<file path="src/rtl/swa_pkg.sv">
`timescale 1ns / 1ps
`default_nettype none

package swa_pkg;

  localparam int unsigned IdW   = 16;
  localparam int unsigned SampW = 16;
  localparam int unsigned TsW   = 32;

  // search token handed from cell to cell
  typedef struct packed {
    logic           vld;
    logic           found;
    logic [IdW-1:0] sid;
  } tok_t;

  // table load, broadcast to every cell
  typedef struct packed {
    logic           we;
    logic [IdW-1:0] sid;
    logic [IdW-1:0] room;
  } ld_t;

endpackage

`default_nettype wire

</file>
<file path="src/rtl/swa_cell.sv">
`timescale 1ns / 1ps
`default_nettype none

module swa_cell
  import swa_pkg::*;
#(
  parameter int unsigned MAX_SENSORS = 16,
  parameter int unsigned WINDOW      = 8,
  parameter int unsigned IDX         = 0
) (
  input  wire logic                                    clk_i,
  input  wire logic                                    rst_ni,
  input  wire logic [$clog2(MAX_SENSORS+1)-1:0]        count_i,
  input  wire ld_t                                     ld_i,
  input  wire logic [((MAX_SENSORS>1)?$clog2(MAX_SENSORS):1)-1:0] ld_idx_i,
  input  wire logic                                    upd_we_i,
  input  wire logic [((MAX_SENSORS>1)?$clog2(MAX_SENSORS):1)-1:0] upd_idx_i,
  input  wire logic [((WINDOW>1)?$clog2(WINDOW):1)-1:0] upd_slot_i,
  input  wire logic [$clog2(WINDOW+1)-1:0]             upd_fill_i,
  input  wire logic signed [17+$clog2(WINDOW)-1:0]     upd_sum_i,
  input  wire logic [TsW-1:0]                          upd_ts_i,
  input  wire tok_t                                    tok_i,
  input  wire logic [((MAX_SENSORS>1)?$clog2(MAX_SENSORS):1)-1:0] hit_idx_i,
  input  wire logic [((WINDOW>1)?$clog2(WINDOW):1)-1:0] hit_slot_i,
  input  wire logic [$clog2(WINDOW+1)-1:0]             hit_fill_i,
  input  wire logic signed [17+$clog2(WINDOW)-1:0]     hit_sum_i,
  output tok_t                                         tok_o,
  output logic [((MAX_SENSORS>1)?$clog2(MAX_SENSORS):1)-1:0] hit_idx_o,
  output logic [((WINDOW>1)?$clog2(WINDOW):1)-1:0]     hit_slot_o,
  output logic [$clog2(WINDOW+1)-1:0]                  hit_fill_o,
  output logic signed [17+$clog2(WINDOW)-1:0]          hit_sum_o
);

  localparam int unsigned IDX_W  = (MAX_SENSORS > 1) ? $clog2(MAX_SENSORS) : 1;
  localparam int unsigned CNT_W  = $clog2(MAX_SENSORS + 1);
  localparam int unsigned SLOT_W = (WINDOW > 1) ? $clog2(WINDOW) : 1;
  localparam int unsigned FILL_W = $clog2(WINDOW + 1);
  localparam int unsigned ACC_W  = 17 + $clog2(WINDOW);

  localparam logic [IDX_W-1:0] MyIdx = IDX_W'(IDX);
  localparam logic [CNT_W-1:0] MyCnt = CNT_W'(IDX);

  logic [IdW-1:0]          id_q;
  logic [IdW-1:0]          room_q;
  logic [SLOT_W-1:0]       slot_q;
  logic [FILL_W-1:0]       fill_q;
  logic signed [ACC_W-1:0] sum_q;
  logic [TsW-1:0]          ts_q;

  tok_t                    tok_d, tok_q;
  logic [IDX_W-1:0]        idx_d, idx_q;
  logic [SLOT_W-1:0]       slot_d, slotp_q;
  logic [FILL_W-1:0]       fill_d, fillp_q;
  logic signed [ACC_W-1:0] sum_d, sump_q;

  logic used, hit;

  assign used = (MyCnt < count_i);
  // only the first matching entry claims the token
  assign hit  = tok_i.vld && !tok_i.found && used && (id_q == tok_i.sid);

  always_comb begin
    tok_d       = tok_i;
    tok_d.found = tok_i.found | hit;
    idx_d       = hit ? MyIdx  : hit_idx_i;
    slot_d      = hit ? slot_q : hit_slot_i;
    fill_d      = hit ? fill_q : hit_fill_i;
    sum_d       = hit ? sum_q  : hit_sum_i;
  end

  always_ff @(posedge clk_i or negedge rst_ni) begin
    if (!rst_ni) begin
      tok_q <= '0;
    end else begin
      tok_q <= tok_d;
    end
  end

  always_ff @(posedge clk_i) begin
    idx_q   <= idx_d;
    slotp_q <= slot_d;
    fillp_q <= fill_d;
    sump_q  <= sum_d;
  end

  always_ff @(posedge clk_i) begin
    if (ld_i.we && (ld_idx_i == MyIdx)) begin
      id_q   <= ld_i.sid;
      room_q <= ld_i.room;
      slot_q <= '0;
      fill_q <= '0;
      sum_q  <= '0;
    end else if (upd_we_i && (upd_idx_i == MyIdx)) begin
      slot_q <= upd_slot_i;
      fill_q <= upd_fill_i;
      sum_q  <= upd_sum_i;
      ts_q   <= upd_ts_i;
    end
  end

  assign tok_o      = tok_q;
  assign hit_idx_o  = idx_q;
  assign hit_slot_o = slotp_q;
  assign hit_fill_o = fillp_q;
  assign hit_sum_o  = sump_q;

endmodule

`default_nettype wire

</file>
<file path="src/rtl/swa_ctrl.sv">
`timescale 1ns / 1ps
`default_nettype none

module swa_ctrl
  import swa_pkg::*;
#(
  parameter int unsigned MAX_SENSORS = 16,
  parameter int unsigned WINDOW      = 8
) (
  input  wire logic                                    clk_i,
  input  wire logic                                    rst_ni,
  input  wire logic                                    s_axis_tvalid,
  output logic                                         s_axis_tready,
  input  wire logic [79:0]                             s_axis_tdata,
  input  wire logic                                    s_axis_tuser,
  output logic                                         m_axis_tvalid,
  input  wire logic                                    m_axis_tready,
  output logic [39:0]                                  m_axis_tdata,
  input  wire logic signed [15:0]                      max_temp_i,
  input  wire logic signed [15:0]                      min_temp_i,
  output logic [$clog2(MAX_SENSORS+1)-1:0]             count_o,
  output ld_t                                          ld_o,
  output logic [((MAX_SENSORS>1)?$clog2(MAX_SENSORS):1)-1:0] ld_idx_o,
  output logic                                         upd_we_o,
  output logic [((MAX_SENSORS>1)?$clog2(MAX_SENSORS):1)-1:0] upd_idx_o,
  output logic [((WINDOW>1)?$clog2(WINDOW):1)-1:0]     upd_slot_o,
  output logic [$clog2(WINDOW+1)-1:0]                  upd_fill_o,
  output logic signed [17+$clog2(WINDOW)-1:0]          upd_sum_o,
  output logic [TsW-1:0]                               upd_ts_o,
  output tok_t                                         tok_o,
  input  wire tok_t                                    tail_tok_i,
  input  wire logic [((MAX_SENSORS>1)?$clog2(MAX_SENSORS):1)-1:0] tail_idx_i,
  input  wire logic [((WINDOW>1)?$clog2(WINDOW):1)-1:0] tail_slot_i,
  input  wire logic [$clog2(WINDOW+1)-1:0]             tail_fill_i,
  input  wire logic signed [17+$clog2(WINDOW)-1:0]     tail_sum_i
);

  localparam int unsigned IDX_W   = (MAX_SENSORS > 1) ? $clog2(MAX_SENSORS) : 1;
  localparam int unsigned CNT_W   = $clog2(MAX_SENSORS + 1);
  localparam int unsigned SLOT_W  = (WINDOW > 1) ? $clog2(WINDOW) : 1;
  localparam int unsigned FILL_W  = $clog2(WINDOW + 1);
  localparam int unsigned ACC_W   = 17 + $clog2(WINDOW);
  localparam int unsigned DEPTH   = MAX_SENSORS * WINDOW;
  localparam int unsigned ADDR_W  = (DEPTH > 1) ? $clog2(DEPTH) : 1;
  // reciprocal of WINDOW, exact for every reachable window sum
  localparam int unsigned SH      = ACC_W + 7;
  localparam int unsigned RECIP_W = SH + 1;
  localparam longint unsigned RecipL = ((64'd1 << SH) + WINDOW - 1) / WINDOW;
  localparam int unsigned PROD_W  = ACC_W + RECIP_W;

  localparam logic [RECIP_W-1:0]      Recip   = RECIP_W'(RecipL);
  localparam logic [CNT_W-1:0]        MaxCnt  = CNT_W'(MAX_SENSORS);
  localparam logic [FILL_W-1:0]       WinFill = FILL_W'(WINDOW);
  localparam logic [SLOT_W-1:0]       LastSlt = SLOT_W'(WINDOW - 1);
  localparam logic [ADDR_W-1:0]       WinAddr = ADDR_W'(WINDOW);
  localparam logic signed [ACC_W-1:0] WinS    = ACC_W'(WINDOW);

  typedef enum logic [2:0] {
    ST_OK      = 3'd0,
    ST_HOT     = 3'd1,
    ST_COLD    = 3'd2,
    ST_UNKNOWN = 3'd3,
    ST_FULL    = 3'd4
  } status_e;

  typedef enum logic [0:0] {
    OP_LOAD = 1'b0,
    OP_MEAS = 1'b1
  } op_e;

  typedef enum logic [4:0] {
    S_IDLE   = 5'b00001,
    S_SEARCH = 5'b00010,
    S_READ   = 5'b00100,
    S_DIV    = 5'b01000,
    S_DONE   = 5'b10000
  } state_e;

  state_e st_d, st_q;
  logic [CNT_W-1:0] count_q;

  logic [IdW-1:0]          sid_q;
  logic [SampW-1:0]        samp_q;
  logic [TsW-1:0]          ts_q;
  logic [IDX_W-1:0]        idx_q;
  logic [SLOT_W-1:0]       slot_q;
  logic [FILL_W-1:0]       fill_q;
  logic signed [ACC_W-1:0] sum_q;
  logic [ADDR_W-1:0]       addr_q;
  logic [SampW-1:0]        rd_q;
  status_e                 res_status_q;
  logic                    res_avgv_q;
  logic                    neg_q;
  logic [PROD_W-1:0]       prod_q;

  logic                    out_vld_q;
  logic [IdW-1:0]          out_sid_q;
  status_e                 out_status_q;
  logic [15:0]             out_avg_q;
  logic                    out_avgv_q;

  logic [SampW-1:0] win_mem [DEPTH];

  logic                    in_acc, table_full, out_load;
  logic [IdW-1:0]          in_sid, in_room;
  logic [SampW-1:0]        in_samp;
  logic [TsW-1:0]          in_ts;
  logic [ADDR_W-1:0]       addr_c;
  logic                    win_full;
  logic signed [ACC_W-1:0] old_ext, samp_ext, new_sum;
  logic [FILL_W-1:0]       new_fill;
  logic [SLOT_W-1:0]       new_slot;
  logic signed [ACC_W-1:0] max_ext, min_ext, hi_thr, lo_thr;
  logic [ACC_W-1:0]        mag;
  logic [15:0]             quot, avg_c;
  status_e                 cmp_status;

  assign in_sid  = s_axis_tdata[15:0];
  assign in_room = s_axis_tdata[31:16];
  assign in_samp = s_axis_tdata[47:32];
  assign in_ts   = s_axis_tdata[79:48];

  assign s_axis_tready = (st_q == S_IDLE);
  assign in_acc        = s_axis_tvalid && s_axis_tready;
  assign table_full    = (count_q == MaxCnt);
  assign out_load      = (st_q == S_DONE) && (!out_vld_q || m_axis_tready);

  // load goes straight into the addressed cell on the accepting edge
  assign ld_o.we   = in_acc && (op_e'(s_axis_tuser) == OP_LOAD) && !table_full;
  assign ld_o.sid  = in_sid;
  assign ld_o.room = in_room;
  assign ld_idx_o  = IDX_W'(count_q);
  assign count_o   = count_q;

  assign tok_o.vld   = in_acc && (op_e'(s_axis_tuser) == OP_MEAS);
  assign tok_o.found = 1'b0;
  assign tok_o.sid   = in_sid;

  assign addr_c = ADDR_W'(tail_idx_i) * WinAddr + ADDR_W'(tail_slot_i);

  // ring window update: drop the oldest sample once the window is full
  assign win_full = (fill_q == WinFill);
  assign old_ext  = win_full ? {{(ACC_W-SampW){rd_q[SampW-1]}}, rd_q} : '0;
  assign samp_ext = {{(ACC_W-SampW){samp_q[SampW-1]}}, samp_q};
  assign new_sum  = sum_q - old_ext + samp_ext;
  assign new_fill = win_full ? fill_q : fill_q + 1'b1;
  assign new_slot = (slot_q == LastSlt) ? '0 : slot_q + 1'b1;

  assign upd_we_o   = (st_q == S_READ);
  assign upd_idx_o  = idx_q;
  assign upd_slot_o = new_slot;
  assign upd_fill_o = new_fill;
  assign upd_sum_o  = new_sum;
  assign upd_ts_o   = ts_q;

  assign max_ext = {{(ACC_W-16){max_temp_i[15]}}, max_temp_i};
  assign min_ext = {{(ACC_W-16){min_temp_i[15]}}, min_temp_i};
  assign hi_thr  = max_ext * WinS;
  assign lo_thr  = min_ext * WinS;

  always_comb begin
    if (!res_avgv_q) begin
      cmp_status = ST_OK;
    end else if (sum_q > hi_thr) begin
      cmp_status = ST_HOT;
    end else if (sum_q < lo_thr) begin
      cmp_status = ST_COLD;
    end else begin
      cmp_status = ST_OK;
    end
  end

  assign mag   = sum_q[ACC_W-1] ? ACC_W'(-sum_q) : ACC_W'(sum_q);
  assign quot  = prod_q[SH +: 16];
  assign avg_c = !res_avgv_q ? 16'd0 : (neg_q ? 16'd0 - quot : quot);

  always_comb begin
    st_d = st_q;
    unique case (st_q)
      S_IDLE: begin
        if (in_acc) begin
          st_d = (op_e'(s_axis_tuser) == OP_LOAD) ? S_DONE : S_SEARCH;
        end
      end
      S_SEARCH: begin
        if (tail_tok_i.vld) begin
          st_d = tail_tok_i.found ? S_READ : S_DONE;
        end
      end
      S_READ:  st_d = S_DIV;
      S_DIV:   st_d = S_DONE;
      S_DONE: begin
        if (out_load) begin
          st_d = S_IDLE;
        end
      end
      default: st_d = S_IDLE;
    endcase
  end

  always_ff @(posedge clk_i or negedge rst_ni) begin
    if (!rst_ni) begin
      st_q      <= S_IDLE;
      count_q   <= '0;
      out_vld_q <= 1'b0;
    end else begin
      st_q <= st_d;
      if (ld_o.we) begin
        count_q <= count_q + 1'b1;
      end
      if (out_load) begin
        out_vld_q <= 1'b1;
      end else if (m_axis_tready) begin
        out_vld_q <= 1'b0;
      end
    end
  end

  always_ff @(posedge clk_i) begin
    if (in_acc) begin
      sid_q        <= in_sid;
      samp_q       <= in_samp;
      ts_q         <= in_ts;
      res_avgv_q   <= 1'b0;
      res_status_q <= ((op_e'(s_axis_tuser) == OP_LOAD) && table_full) ? ST_FULL : ST_OK;
    end
    if ((st_q == S_SEARCH) && tail_tok_i.vld) begin
      idx_q  <= tail_idx_i;
      slot_q <= tail_slot_i;
      fill_q <= tail_fill_i;
      sum_q  <= tail_sum_i;
      addr_q <= addr_c;
      if (!tail_tok_i.found) begin
        res_status_q <= ST_UNKNOWN;
      end
    end
    if (st_q == S_READ) begin
      sum_q      <= new_sum;
      res_avgv_q <= (new_fill == WinFill);
    end
    if (st_q == S_DIV) begin
      prod_q       <= PROD_W'(mag) * PROD_W'(Recip);
      neg_q        <= sum_q[ACC_W-1];
      res_status_q <= cmp_status;
    end
    if (out_load) begin
      out_sid_q    <= sid_q;
      out_status_q <= res_status_q;
      out_avg_q    <= avg_c;
      out_avgv_q   <= res_avgv_q;
    end
  end

  always_ff @(posedge clk_i) begin
    if (st_q == S_READ) begin
      win_mem[addr_q] <= samp_q;
    end
    rd_q <= win_mem[addr_c];
  end

  assign m_axis_tvalid = out_vld_q;
  assign m_axis_tdata  = {4'b0000, out_avgv_q, out_avg_q, out_status_q, out_sid_q};

endmodule

`default_nettype wire

</file>
<file path="src/rtl/sensor_window_average_alarm_core.sv">
`timescale 1ns / 1ps
`default_nettype none

// Per-sensor moving average with a temperature alarm.
// The s_axis channel takes one item per transaction: tuser = 0 loads a
// sensor/room pair into the next free table slot, tuser = 1 is a sample.
// Every transaction gives exactly one m_axis transaction carrying the sensor
// ID, a status code, the window average and its valid flag.
// A sample's ID search walks a row of MAX_SENSORS cells, one cell a cycle;
// then come the read-modify-write of the window memory (S_READ), the
// reciprocal multiply for the average together with the threshold compare
// (S_DIV), and S_DONE, which loads the result into the output register. A
// load goes straight to S_DONE. One item is in flight at a time and the next
// transaction is accepted in the cycle after the result is loaded. The
// output register lets an item be accepted while the previous result still
// waits; if the receiver stalls, the next result holds in its last step
// and s_axis_tready stays low until it can move on. Thresholds are written
// through cfg_we_i/cfg_idx_i/cfg_data_i; the user must do so only while
// idle, as the block itself does not enforce it. Reset empties the table
// and sets the limits to 20.0 and 10.0 degrees; no clearing pass is needed.

module sensor_window_average_alarm_core
  import swa_pkg::*;
#(
  parameter int unsigned MAX_SENSORS = 16,
  parameter int unsigned WINDOW      = 8
) (
  input  wire logic        clk_i,
  input  wire logic        rst_ni,
  input  wire logic        s_axis_tvalid,
  output logic             s_axis_tready,
  // sensor_id[15:0], room_id[31:16], sample_value[47:32], timestamp[79:48]
  input  wire logic [79:0] s_axis_tdata,
  // op[0]
  input  wire logic        s_axis_tuser,
  output logic             m_axis_tvalid,
  input  wire logic        m_axis_tready,
  // result_sensor[15:0], status[18:16], average[34:19], average_valid[35]
  output logic [39:0]      m_axis_tdata,
  input  wire logic        cfg_we_i,
  input  wire logic        cfg_idx_i,
  input  wire logic [15:0] cfg_data_i
);

  localparam int unsigned IDX_W  = (MAX_SENSORS > 1) ? $clog2(MAX_SENSORS) : 1;
  localparam int unsigned CNT_W  = $clog2(MAX_SENSORS + 1);
  localparam int unsigned SLOT_W = (WINDOW > 1) ? $clog2(WINDOW) : 1;
  localparam int unsigned FILL_W = $clog2(WINDOW + 1);
  localparam int unsigned ACC_W  = 17 + $clog2(WINDOW);

  localparam logic signed [15:0] MaxTempRst = 16'sd5120;
  localparam logic signed [15:0] MinTempRst = 16'sd2560;

  typedef enum logic [0:0] {
    REG_MAX_TEMP = 1'b0,
    REG_MIN_TEMP = 1'b1
  } cfg_reg_e;

  logic signed [15:0] max_temp_q, min_temp_q;

  always_ff @(posedge clk_i or negedge rst_ni) begin
    if (!rst_ni) begin
      max_temp_q <= MaxTempRst;
      min_temp_q <= MinTempRst;
    end else if (cfg_we_i) begin
      unique case (cfg_reg_e'(cfg_idx_i))
        REG_MAX_TEMP: max_temp_q <= cfg_data_i;
        REG_MIN_TEMP: min_temp_q <= cfg_data_i;
        default:      max_temp_q <= max_temp_q;
      endcase
    end
  end

  logic [CNT_W-1:0]        count;
  ld_t                     ld;
  logic [IDX_W-1:0]        ld_idx;
  logic                    upd_we;
  logic [IDX_W-1:0]        upd_idx;
  logic [SLOT_W-1:0]       upd_slot;
  logic [FILL_W-1:0]       upd_fill;
  logic signed [ACC_W-1:0] upd_sum;
  logic [TsW-1:0]          upd_ts;

  tok_t                    tok  [MAX_SENSORS+1];
  logic [IDX_W-1:0]        lidx [MAX_SENSORS+1];
  logic [SLOT_W-1:0]       lslt [MAX_SENSORS+1];
  logic [FILL_W-1:0]       lfil [MAX_SENSORS+1];
  logic signed [ACC_W-1:0] lsum [MAX_SENSORS+1];

  assign lidx[0] = '0;
  assign lslt[0] = '0;
  assign lfil[0] = '0;
  assign lsum[0] = '0;

  swa_ctrl #(
    .MAX_SENSORS (MAX_SENSORS),
    .WINDOW      (WINDOW)
  ) u_ctrl (
    .clk_i         (clk_i),
    .rst_ni        (rst_ni),
    .s_axis_tvalid (s_axis_tvalid),
    .s_axis_tready (s_axis_tready),
    .s_axis_tdata  (s_axis_tdata),
    .s_axis_tuser  (s_axis_tuser),
    .m_axis_tvalid (m_axis_tvalid),
    .m_axis_tready (m_axis_tready),
    .m_axis_tdata  (m_axis_tdata),
    .max_temp_i    (max_temp_q),
    .min_temp_i    (min_temp_q),
    .count_o       (count),
    .ld_o          (ld),
    .ld_idx_o      (ld_idx),
    .upd_we_o      (upd_we),
    .upd_idx_o     (upd_idx),
    .upd_slot_o    (upd_slot),
    .upd_fill_o    (upd_fill),
    .upd_sum_o     (upd_sum),
    .upd_ts_o      (upd_ts),
    .tok_o         (tok[0]),
    .tail_tok_i    (tok[MAX_SENSORS]),
    .tail_idx_i    (lidx[MAX_SENSORS]),
    .tail_slot_i   (lslt[MAX_SENSORS]),
    .tail_fill_i   (lfil[MAX_SENSORS]),
    .tail_sum_i    (lsum[MAX_SENSORS])
  );

  for (genvar g = 0; g < MAX_SENSORS; g++) begin : g_cell
    swa_cell #(
      .MAX_SENSORS (MAX_SENSORS),
      .WINDOW      (WINDOW),
      .IDX         (g)
    ) u_cell (
      .clk_i      (clk_i),
      .rst_ni     (rst_ni),
      .count_i    (count),
      .ld_i       (ld),
      .ld_idx_i   (ld_idx),
      .upd_we_i   (upd_we),
      .upd_idx_i  (upd_idx),
      .upd_slot_i (upd_slot),
      .upd_fill_i (upd_fill),
      .upd_sum_i  (upd_sum),
      .upd_ts_i   (upd_ts),
      .tok_i      (tok[g]),
      .hit_idx_i  (lidx[g]),
      .hit_slot_i (lslt[g]),
      .hit_fill_i (lfil[g]),
      .hit_sum_i  (lsum[g]),
      .tok_o      (tok[g+1]),
      .hit_idx_o  (lidx[g+1]),
      .hit_slot_o (lslt[g+1]),
      .hit_fill_o (lfil[g+1]),
      .hit_sum_o  (lsum[g+1])
    );
  end

endmodule

`default_nettype wire

</file>
<file path="config.mk">
export PLATFORM = sky130hd
export DESIGN_NAME = sensor_window_average_alarm_core
export DESIGN_NICKNAME = d
export VERILOG_FILES = /design/src/rtl/swa_pkg.sv /design/src/rtl/swa_cell.sv /design/src/rtl/swa_ctrl.sv /design/src/rtl/sensor_window_average_alarm_core.sv
export SDC_FILE = /design/constraint.sdc
export NUM_CORES = 2
export LEC_CHECK = 0
export ABC_CLOCK_PERIOD_IN_PS = 9800
export BUFFER_PORTS_ARGS = -buffer_cell sky130_fd_sc_hd__buf_2
export CAP_MARGIN = 30
export CORE_ASPECT_RATIO = 0.75
export CORE_MARGIN = 1
export CORE_UTILIZATION = 46
export CTS_BUF_LIST = sky130_fd_sc_hd__clkbuf_4 sky130_fd_sc_hd__clkbuf_8 sky130_fd_sc_hd__clkbuf_16
export DETAILED_ROUTE_END_ITERATION = 12
export PLACE_DENSITY_LB_ADDON = 0.05
export SYNTH_ARGS = -nofsm -noshare
export SYNTH_HDL_FRONTEND = slang
export SYNTH_SLANG_ARGS = --single-unit
</file>
<file path="constraint.sdc">
create_clock -name clk_i -period 9.8 [get_ports clk_i]
set_input_delay 0.49 -clock clk_i [delete_from_list [all_inputs] [get_ports clk_i]]
set_output_delay 0.49 -clock clk_i [all_outputs]
set_load 0.01 [all_outputs]
</file>
=== Yosys cells after proc, flatten, opt, wreduce, memory -nomap -nowiden ===
Memories as Yosys holds them, arrays and structs flattened. A register that Yosys moved wholly into a read port is not among the register bits.
Cells that the tools add are included.

* Bits in registers: 1,625
* Word-level logic and storage cells: 481
* Memory bits (writable): 2,048
* Memories kept: 1
* Output and inout bits: 42

{| class="wikitable"
|+ Memory list
! name !! depth !! width !! read ports !! clocked after Yosys merged registers in !! write ports !! line !! RTL
|-
| u_ctrl.win_mem || 128 || 16 || 1 || 1 || 1 || swa_ctrl.sv:102 || <nowiki>logic [SampW-1:0] win_mem [DEPTH];</nowiki>
|}

* Add/sub/neg operators: 8
* Order comparisons: 18
* Reduce and logical (&&, ||, !) cells: 112
* Equal/unequal tests: 58
* Mux-type cells: 73
* Bitwise gates (word level): 17

{| class="wikitable"
|+ Operators by type and width
! cell !! number
|-
| two-way mux 20 bit || 18
|-
| equality test 16 bit || 16
|-
| logical AND 1 bit || 86
|-
| equality test 4 bit (second input constant) || 18
|-
| two-way mux 3 bit || 23
|-
| two-way mux 4 bit || 16
|-
| < comparator 4 x 5 -> 1 bit (first input constant) || 8
|-
| equality test 4 x 3 -> 1 bit (second input constant) || 8
|-
| two-way mux 5 bit || 5
|-
| one-hot mux 5 bit (5 select lines) || 1
|-
| adder 20 x 16 -> 20 bit || 1
|-
| > comparator 20 x 19 -> 1 bit || 1
|-
| < comparator 20 x 19 -> 1 bit || 1
|-
| < comparator 3 x 5 -> 1 bit (first input constant) || 4
|-
| subtractor 20 bit || 1
|-
| two-way mux 19 bit || 1
|-
| negator 19 bit || 1
|-
| zero test 1 bit || 17
|-
| equality test 4 x 2 -> 1 bit (second input constant) || 4
|-
| two-way mux 16 bit || 1
|-
| subtractor 1 x 16 -> 16 bit (first input constant) || 1
|-
| bitwise OR 1 bit || 15
|-
| equality test 5 bit (second input constant) || 2
|-
| < comparator 1 x 5 -> 1 bit (first input constant) || 2
|-
| other kinds (21) || 35
|}

=== Logic depth before layout (Yosys ltp) ===
* Word-level depth: 7
* Mapped depth: 18

=== Hierarchy ===
From an unflattened synthesis, not the netlist that was laid out.

* Cells, all modules: 8,164
* Area, all modules: 139,288.6 sq um

{| class="wikitable"
|+ By module, submodules not included
! module !! area an instance (sq um) !! cells an instance !! instances
|-
| swa_ctrl || 88,575.0 || 4,184 || 1
|-
| swa_cell at g_cell[12].u_cell ... || 3,158.0 || 244 || 2
|-
| swa_cell at g_cell[1].u_cell ... || 3,065.4 || 244 || 2
|-
| swa_cell at g_cell[9].u_cell || 3,204.3 || 245 || 1
|-
| swa_cell at g_cell[10].u_cell || 3,161.8 || 244 || 1
|-
| swa_cell at g_cell[4].u_cell || 3,080.5 || 246 || 1
|-
| swa_cell at g_cell[2].u_cell || 3,070.4 || 245 || 1
|-
| swa_cell at g_cell[11].u_cell || 3,069.2 || 244 || 1
|-
| swa_cell at g_cell[7].u_cell || 3,064.2 || 244 || 1
|-
| swa_cell at g_cell[0].u_cell || 3,062.9 || 245 || 1
|-
| swa_cell at g_cell[6].u_cell || 3,062.9 || 244 || 1
|-
| swa_cell at g_cell[14].u_cell || 3,060.4 || 245 || 1
|-
| swa_cell at g_cell[5].u_cell || 3,060.4 || 243 || 1
|-
| swa_cell at g_cell[13].u_cell || 3,057.9 || 245 || 1
|-
| +2 rows || - || - || -
|}

=== Worst setup path before layout ===
Ideal clock, no wire load.

* Kind: register to register
* Start point: register u_ctrl.samp_q[15]
* End point: register g_cell[0].u_cell.sum_q[19]
* Data required time: 9,672 ps
* Period minus slack after synthesis: 4,935 ps
* Buffers on the path: 1
* Library setup time: 128 ps
* Data arrival time: 4,807 ps
* Slack: 4,865 ps
* Cell stages (with the launch flop): 11
* Cell sequence: edfxtp_1 -> inv_1 -> fa_1 -> inv_1 -> ha_1 -> a21o_1 -> a2111oi_0 -> a21oi_1 -> xnor2_1 -> clkbuf_1 -> a21oi_1

* Word-level cells in the longest chain between the ends: 1

{| class="wikitable"
|+ RTL lines
! item !! line !! RTL
|-
| start: declaration || swa_ctrl.sv:83 || <nowiki>logic [SampW-1:0] samp_q;</nowiki>
|-
| start signal: assignment || swa_ctrl.sv:222 || <nowiki>samp_q <= in_samp;</nowiki>
|-
| adder 20 x 16 -> 20 bit || swa_ctrl.sv:145 || <nowiki>assign new_sum = sum_q - old_ext + samp_ext;</nowiki>
|-
| end signal: assignment || swa_cell.sv:96 || <nowiki>sum_q <= upd_sum_i;</nowiki>
|-
| end: declaration || swa_cell.sv:47 || <nowiki>logic signed [ACC_W-1:0] sum_q;</nowiki>
|}

No other way between the ends.
A chain may end at the register's enable or synchronous reset.

=== Final worst setup path ===
* Start point: register g_cell[15].u_cell.slotp_q[0]
* End point: register u_ctrl.rd_q[7] (read register of u_ctrl.win_mem)

* Word-level cells in the longest chain between the ends: 1

{| class="wikitable"
|+ RTL lines
! item !! line !! RTL
|-
| start: declaration || swa_cell.sv:52 || <nowiki>logic [SLOT_W-1:0] slot_d, slotp_q;</nowiki>
|-
| start signal: assignment || swa_cell.sv:81 || <nowiki>slotp_q <= slot_d;</nowiki>
|-
| adder 7 x 3 -> 7 bit || swa_ctrl.sv:139 || <nowiki>assign addr_c = ADDR_W'(tail_idx_i) * WinAddr + ADDR_W'(tail_slot_i);</nowiki>
|-
| end: declaration || swa_ctrl.sv:90 || <nowiki>logic [SampW-1:0] rd_q;</nowiki>
|}

No other way between the ends.

==> results.sh <==
export IMPL_status="finished clean"
export IMPL_wl_per_cell_um=28.6
export IMPL_netSwitchingPower_w=0.00877
export IMPL_p_sw_share_pct=24.6
export IMPL_intPower_w=0.0269
export IMPL_fmax_mhz=203
export IMPL_hold_viol=0
export IMPL_grt_max_degree=130
export IMPL_ios=145
export IMPL_firstDrtPassIters=6
export IMPL_ir_drop_mv=0.225
export IMPL_grt_pass1_vias=70400
export IMPL_pwr_share_seq_pct=51.8
export IMPL_slew_headroom_pct=15.8
export IMPL_critPathLaunch="g_cell[15].u_cell.hit_slot_o[0]"
export IMPL_drcViolationCount=0
export IMPL_cap_violations=0
export IMPL_r2r_start="g_cell[15].u_cell.hit_slot_o[0]"
export IMPL_ys_seq_area_share_pct=73.5
export IMPL_yosys_warnings=0
export IMPL_syn_area_per_cell_um2=16.6
export IMPL_globalplace_congestion=0.817
export IMPL_num_vias=71700
export IMPL_p_clk_share_pct=39.0
export IMPL_dp_hpwl_um=228000
export IMPL_endpoint_kind="flop"
export IMPL_slowest_delay_ps=800
export IMPL_drt_iter0_drc=7753
export IMPL_clkSinkCount=3668
export IMPL_synth_edf_count=2421
export IMPL_startpoint_type="flop"
export IMPL_ys_ff_latch=3668
export IMPL_cellPowerDensity_nw_per_um2=231
export IMPL_arrival_ps=5650
export IMPL_final_cell_mix="2421 x edfxtp_1, 928 x dfxtp_1, 570 x nor2_1"
export IMPL_track_usage_pct=24.4
export IMPL_htreeDepth=5
export IMPL_finalCriticalPeriod_ps=4920
export IMPL_reg2reg_depth=8
export IMPL_clockBufferDepth=4
export IMPL_syn_area_um2=135000
export IMPL_grt_pass1_wl_um=516000
export IMPL_final_common_cell="edfxtp_1"
export IMPL_tritoncts="built"
export IMPL_drt_total_wl_um=364000
export IMPL_root_buffer="clkbuf_16"
export IMPL_hp_class="input pin to flop"
export IMPL_critPathRequiredTime_ps=10530
export IMPL_die_w_um=628
export IMPL_clkLatencyLatePin_ps=890
export IMPL_cp_max_fo=70
export IMPL_finalMaxSlewViolations=0
export IMPL_final_core_util_pct=53.1
export IMPL_rows=171
export IMPL_skew_ps=36.1
export IMPL_rrSetupSlack_ps=4880
export IMPL_comb_power_share_pct=9.2
export IMPL_crit_path_end="u_ctrl.rd_q[7]"
export IMPL_area_delta_synth_final_pct=14.2
export IMPL_worstMarginPinSlew_ps=1260
export IMPL_power_leakage_nw=54.1
export IMPL_crit_type="flop to flop"
export IMPL_viasPerCell=5.63
export IMPL_final_nets=8720
export IMPL_syn_inst=8129
export IMPL_drive_gt1_share_pct=23.6
export IMPL_ant_nets=0
export IMPL_clkTransAtPathRegs_ps=60
export IMPL_antenna_found_initial=46
export IMPL_fin_crit_sh_pct=50.2
export IMPL_initial_utilization_pct=46.5
export IMPL_dieArea_um2=296000
export IMPL_crit_top_cell="buf_12"
export IMPL_gr_total_overflow=0
export IMPL_ys_async_sr_fraction_pct=8.59
export IMPL_ys_types=78
export IMPL_numCtsBuffers=358
export IMPL_crit_path_top_delay_cell="nor3_1"
export IMPL_portBuffers=92
export IMPL_tns_ps=0
export IMPL_die_h_um=471
export IMPL_rsz0062_at_grt="no"
export IMPL_final_setup_viol_count=0
export IMPL_r2r_end="u_ctrl.rd_q[7]"
export IMPL_synthFlopType="edfxtp_1"
export IMPL_coreArea_um2=291000
export IMPL_path_cells="buf_12, buf_12, buf_4, mux4_2, mux2i_1, o21ai_0, nor3_1, nand3_1"
kinds of logic (layout without fill, tap and decap cells):
logic type / count (synthesis) / in the layout / synth area share [%]
flops: 3668 / 3668 / 73.5
simple gates: 1659 / 1659 / 5.55
mux: 1021 / 1021 / 12.7
compound gates: 840 / 840 / 3.74
buf+inv: 551 / 1245 / 1.75
xor+xnor: 308 / 308 / 2.00
fa+ha+maj: 81 / 81 / 0.856
other cells: 1 / 25 / 0.00278
sequential cells by signal (all words and copies together), names as in the netlist, 20 cells and up:
name                      count
g_cell.u_cell.fill_q         64
g_cell.u_cell.hit_sum_o     320
g_cell.u_cell.sum_q         320
u_ctrl.win_mem             2048
g_cell.u_cell.slot_q         48
g_cell.u_cell.hit_fill_o     64
g_cell.u_cell.hit_idx_o      49
g_cell.u_cell.tok_o         272
g_cell.u_cell.id_q          256
g_cell.u_cell.hit_slot_o     48
u_ctrl.sum_q                 20
worst max-delay path: cells and delay by family (launching register included):
kind / cells / cell delay [ps]
buf+inv: 3 / 1620
simple gates: 2 / 930
mux: 2 / 960
compound gates: 1 / 190
flops: 1 / 720
layer usage:
layer	vias to the layer above	wire (um)	track usage, %
met4	24	8090	5.58
li1	31300	-	-
met1	37400	176000	39.0
met5	-	162	0
met3	480	35600	7.45
met2	2508	144000	32.3
per-stage QoR:
step | setup slack [ps] | instance area (um2) | hold slack (ps) | total power [W] | std cells
after floorplan | 4860 | 135000 | 194 | 0.0203 | 8132
after global placement | 4680 | 142000 | 375 | 0.0218 | 12000
after detailed placement | 4670 | 142000 | 366 | 0.0220 | 12000
after CTS | 4690 | 154000 | 8.67 | 0.0359 | 12700
after global routing | 4660 | 154000 | 33.0 | 0.0370 | 12700
final | 4880 | 154000 | 58.6 | 0.0357 | 12700
synth_stat cells, types with 19 or more instances:
library cell	n	share of area, %
dfrtp_1	310	5.7
o211ai_1	22	0.12
nand2b_1	37	0.17
nand3_1	63	0.23
or2_2	38	0.18
xor2_1	145	0.94
a22oi_1	32	0.18
mux4_2	510	8.5
clkbuf_1	247	0.69
ha_1	62	0.57
a211oi_1	39	0.22
buf_1	29	0.081
nand4_1	32	0.15
edfxtp_1	2421	54
nor4_1	45	0.21
nand2_1	558	1.6
dfxtp_1	932	14
mux2i_1	116	0.86
and2_1	64	0.30
xnor2_1	163	1.1
a21o_1	21	0.12
fa_1	19	0.28
nor2_1	600	1.7
nor3_1	78	0.29
nor2b_1	46	0.21
buf_2	126	0.47
a21oi_1	390	1.4
o22ai_1	25	0.12
inv_1	118	0.33
o21ai_0	152	0.56
mux2_2	386	3.2
a221oi_1	68	0.44
a22o_1	32	0.21
cell type report:
| type | instances | area, um2 |
|---|---|---|
| diodes | 21 | 52.6 |
| clock buffers | 493 | 10500 |
| clock inverters | 157 | 1400 |
| fillers | 23400 | 136000 |
| inverters | 122 | 463 |
| multi-input cells | 3913 | 34000 |
| flip-flops and latches | 3668 | 99300 |
| well taps | 3892 | 4870 |
| repair buffers | 473 | 3760 |
how the worst min path moves through the flow:
| stage | slack (ps) | end | start | depth (start not counted) |
|---|---|---|---|---|
| 6_report | 60 | g_cell[0].u_cell.tok_o[14] | s_axis_tdata[14] | 1 |
| 5_1_grt | 30 | g_cell[0].u_cell.tok_o[3] | s_axis_tdata[3] | 2 |
| 4_1_cts | 9 | g_cell[0].u_cell.tok_o[3] | s_axis_tdata[3] | 2 |
| 3_5_place_dp | 370 | g_cell[3].u_cell.tok_o[17] | g_cell[2].u_cell.tok_o[17] | 0 |
| 3_3_place_gp | 380 | g_cell[14].u_cell.tok_o[5] | g_cell[13].u_cell.tok_o[5] | 0 |
| 2_1_floorplan | 190 | g_cell[0].u_cell.tok_o[0] | rst_ni | 0 |
power by group through the flow:
stage               combinational (W)  clock (W)  sequential, W
floorplan                     0.00140          0         0.0190
global placement              0.00308          0         0.0188
detailed placement            0.00323          0         0.0188
CTS                           0.00325     0.0142         0.0185
global route                  0.00357     0.0148         0.0186
finish                        0.00328     0.0139         0.0185
what timing repair did:
action,CTS,global route
hold buffers,43,0
setup buffers,0,0
hold endpoints to repair,141,0
endpoints found under the setup margin,0,0
resized for setup,0,0
No activity file was read; power rests on OpenSTA's default activity.
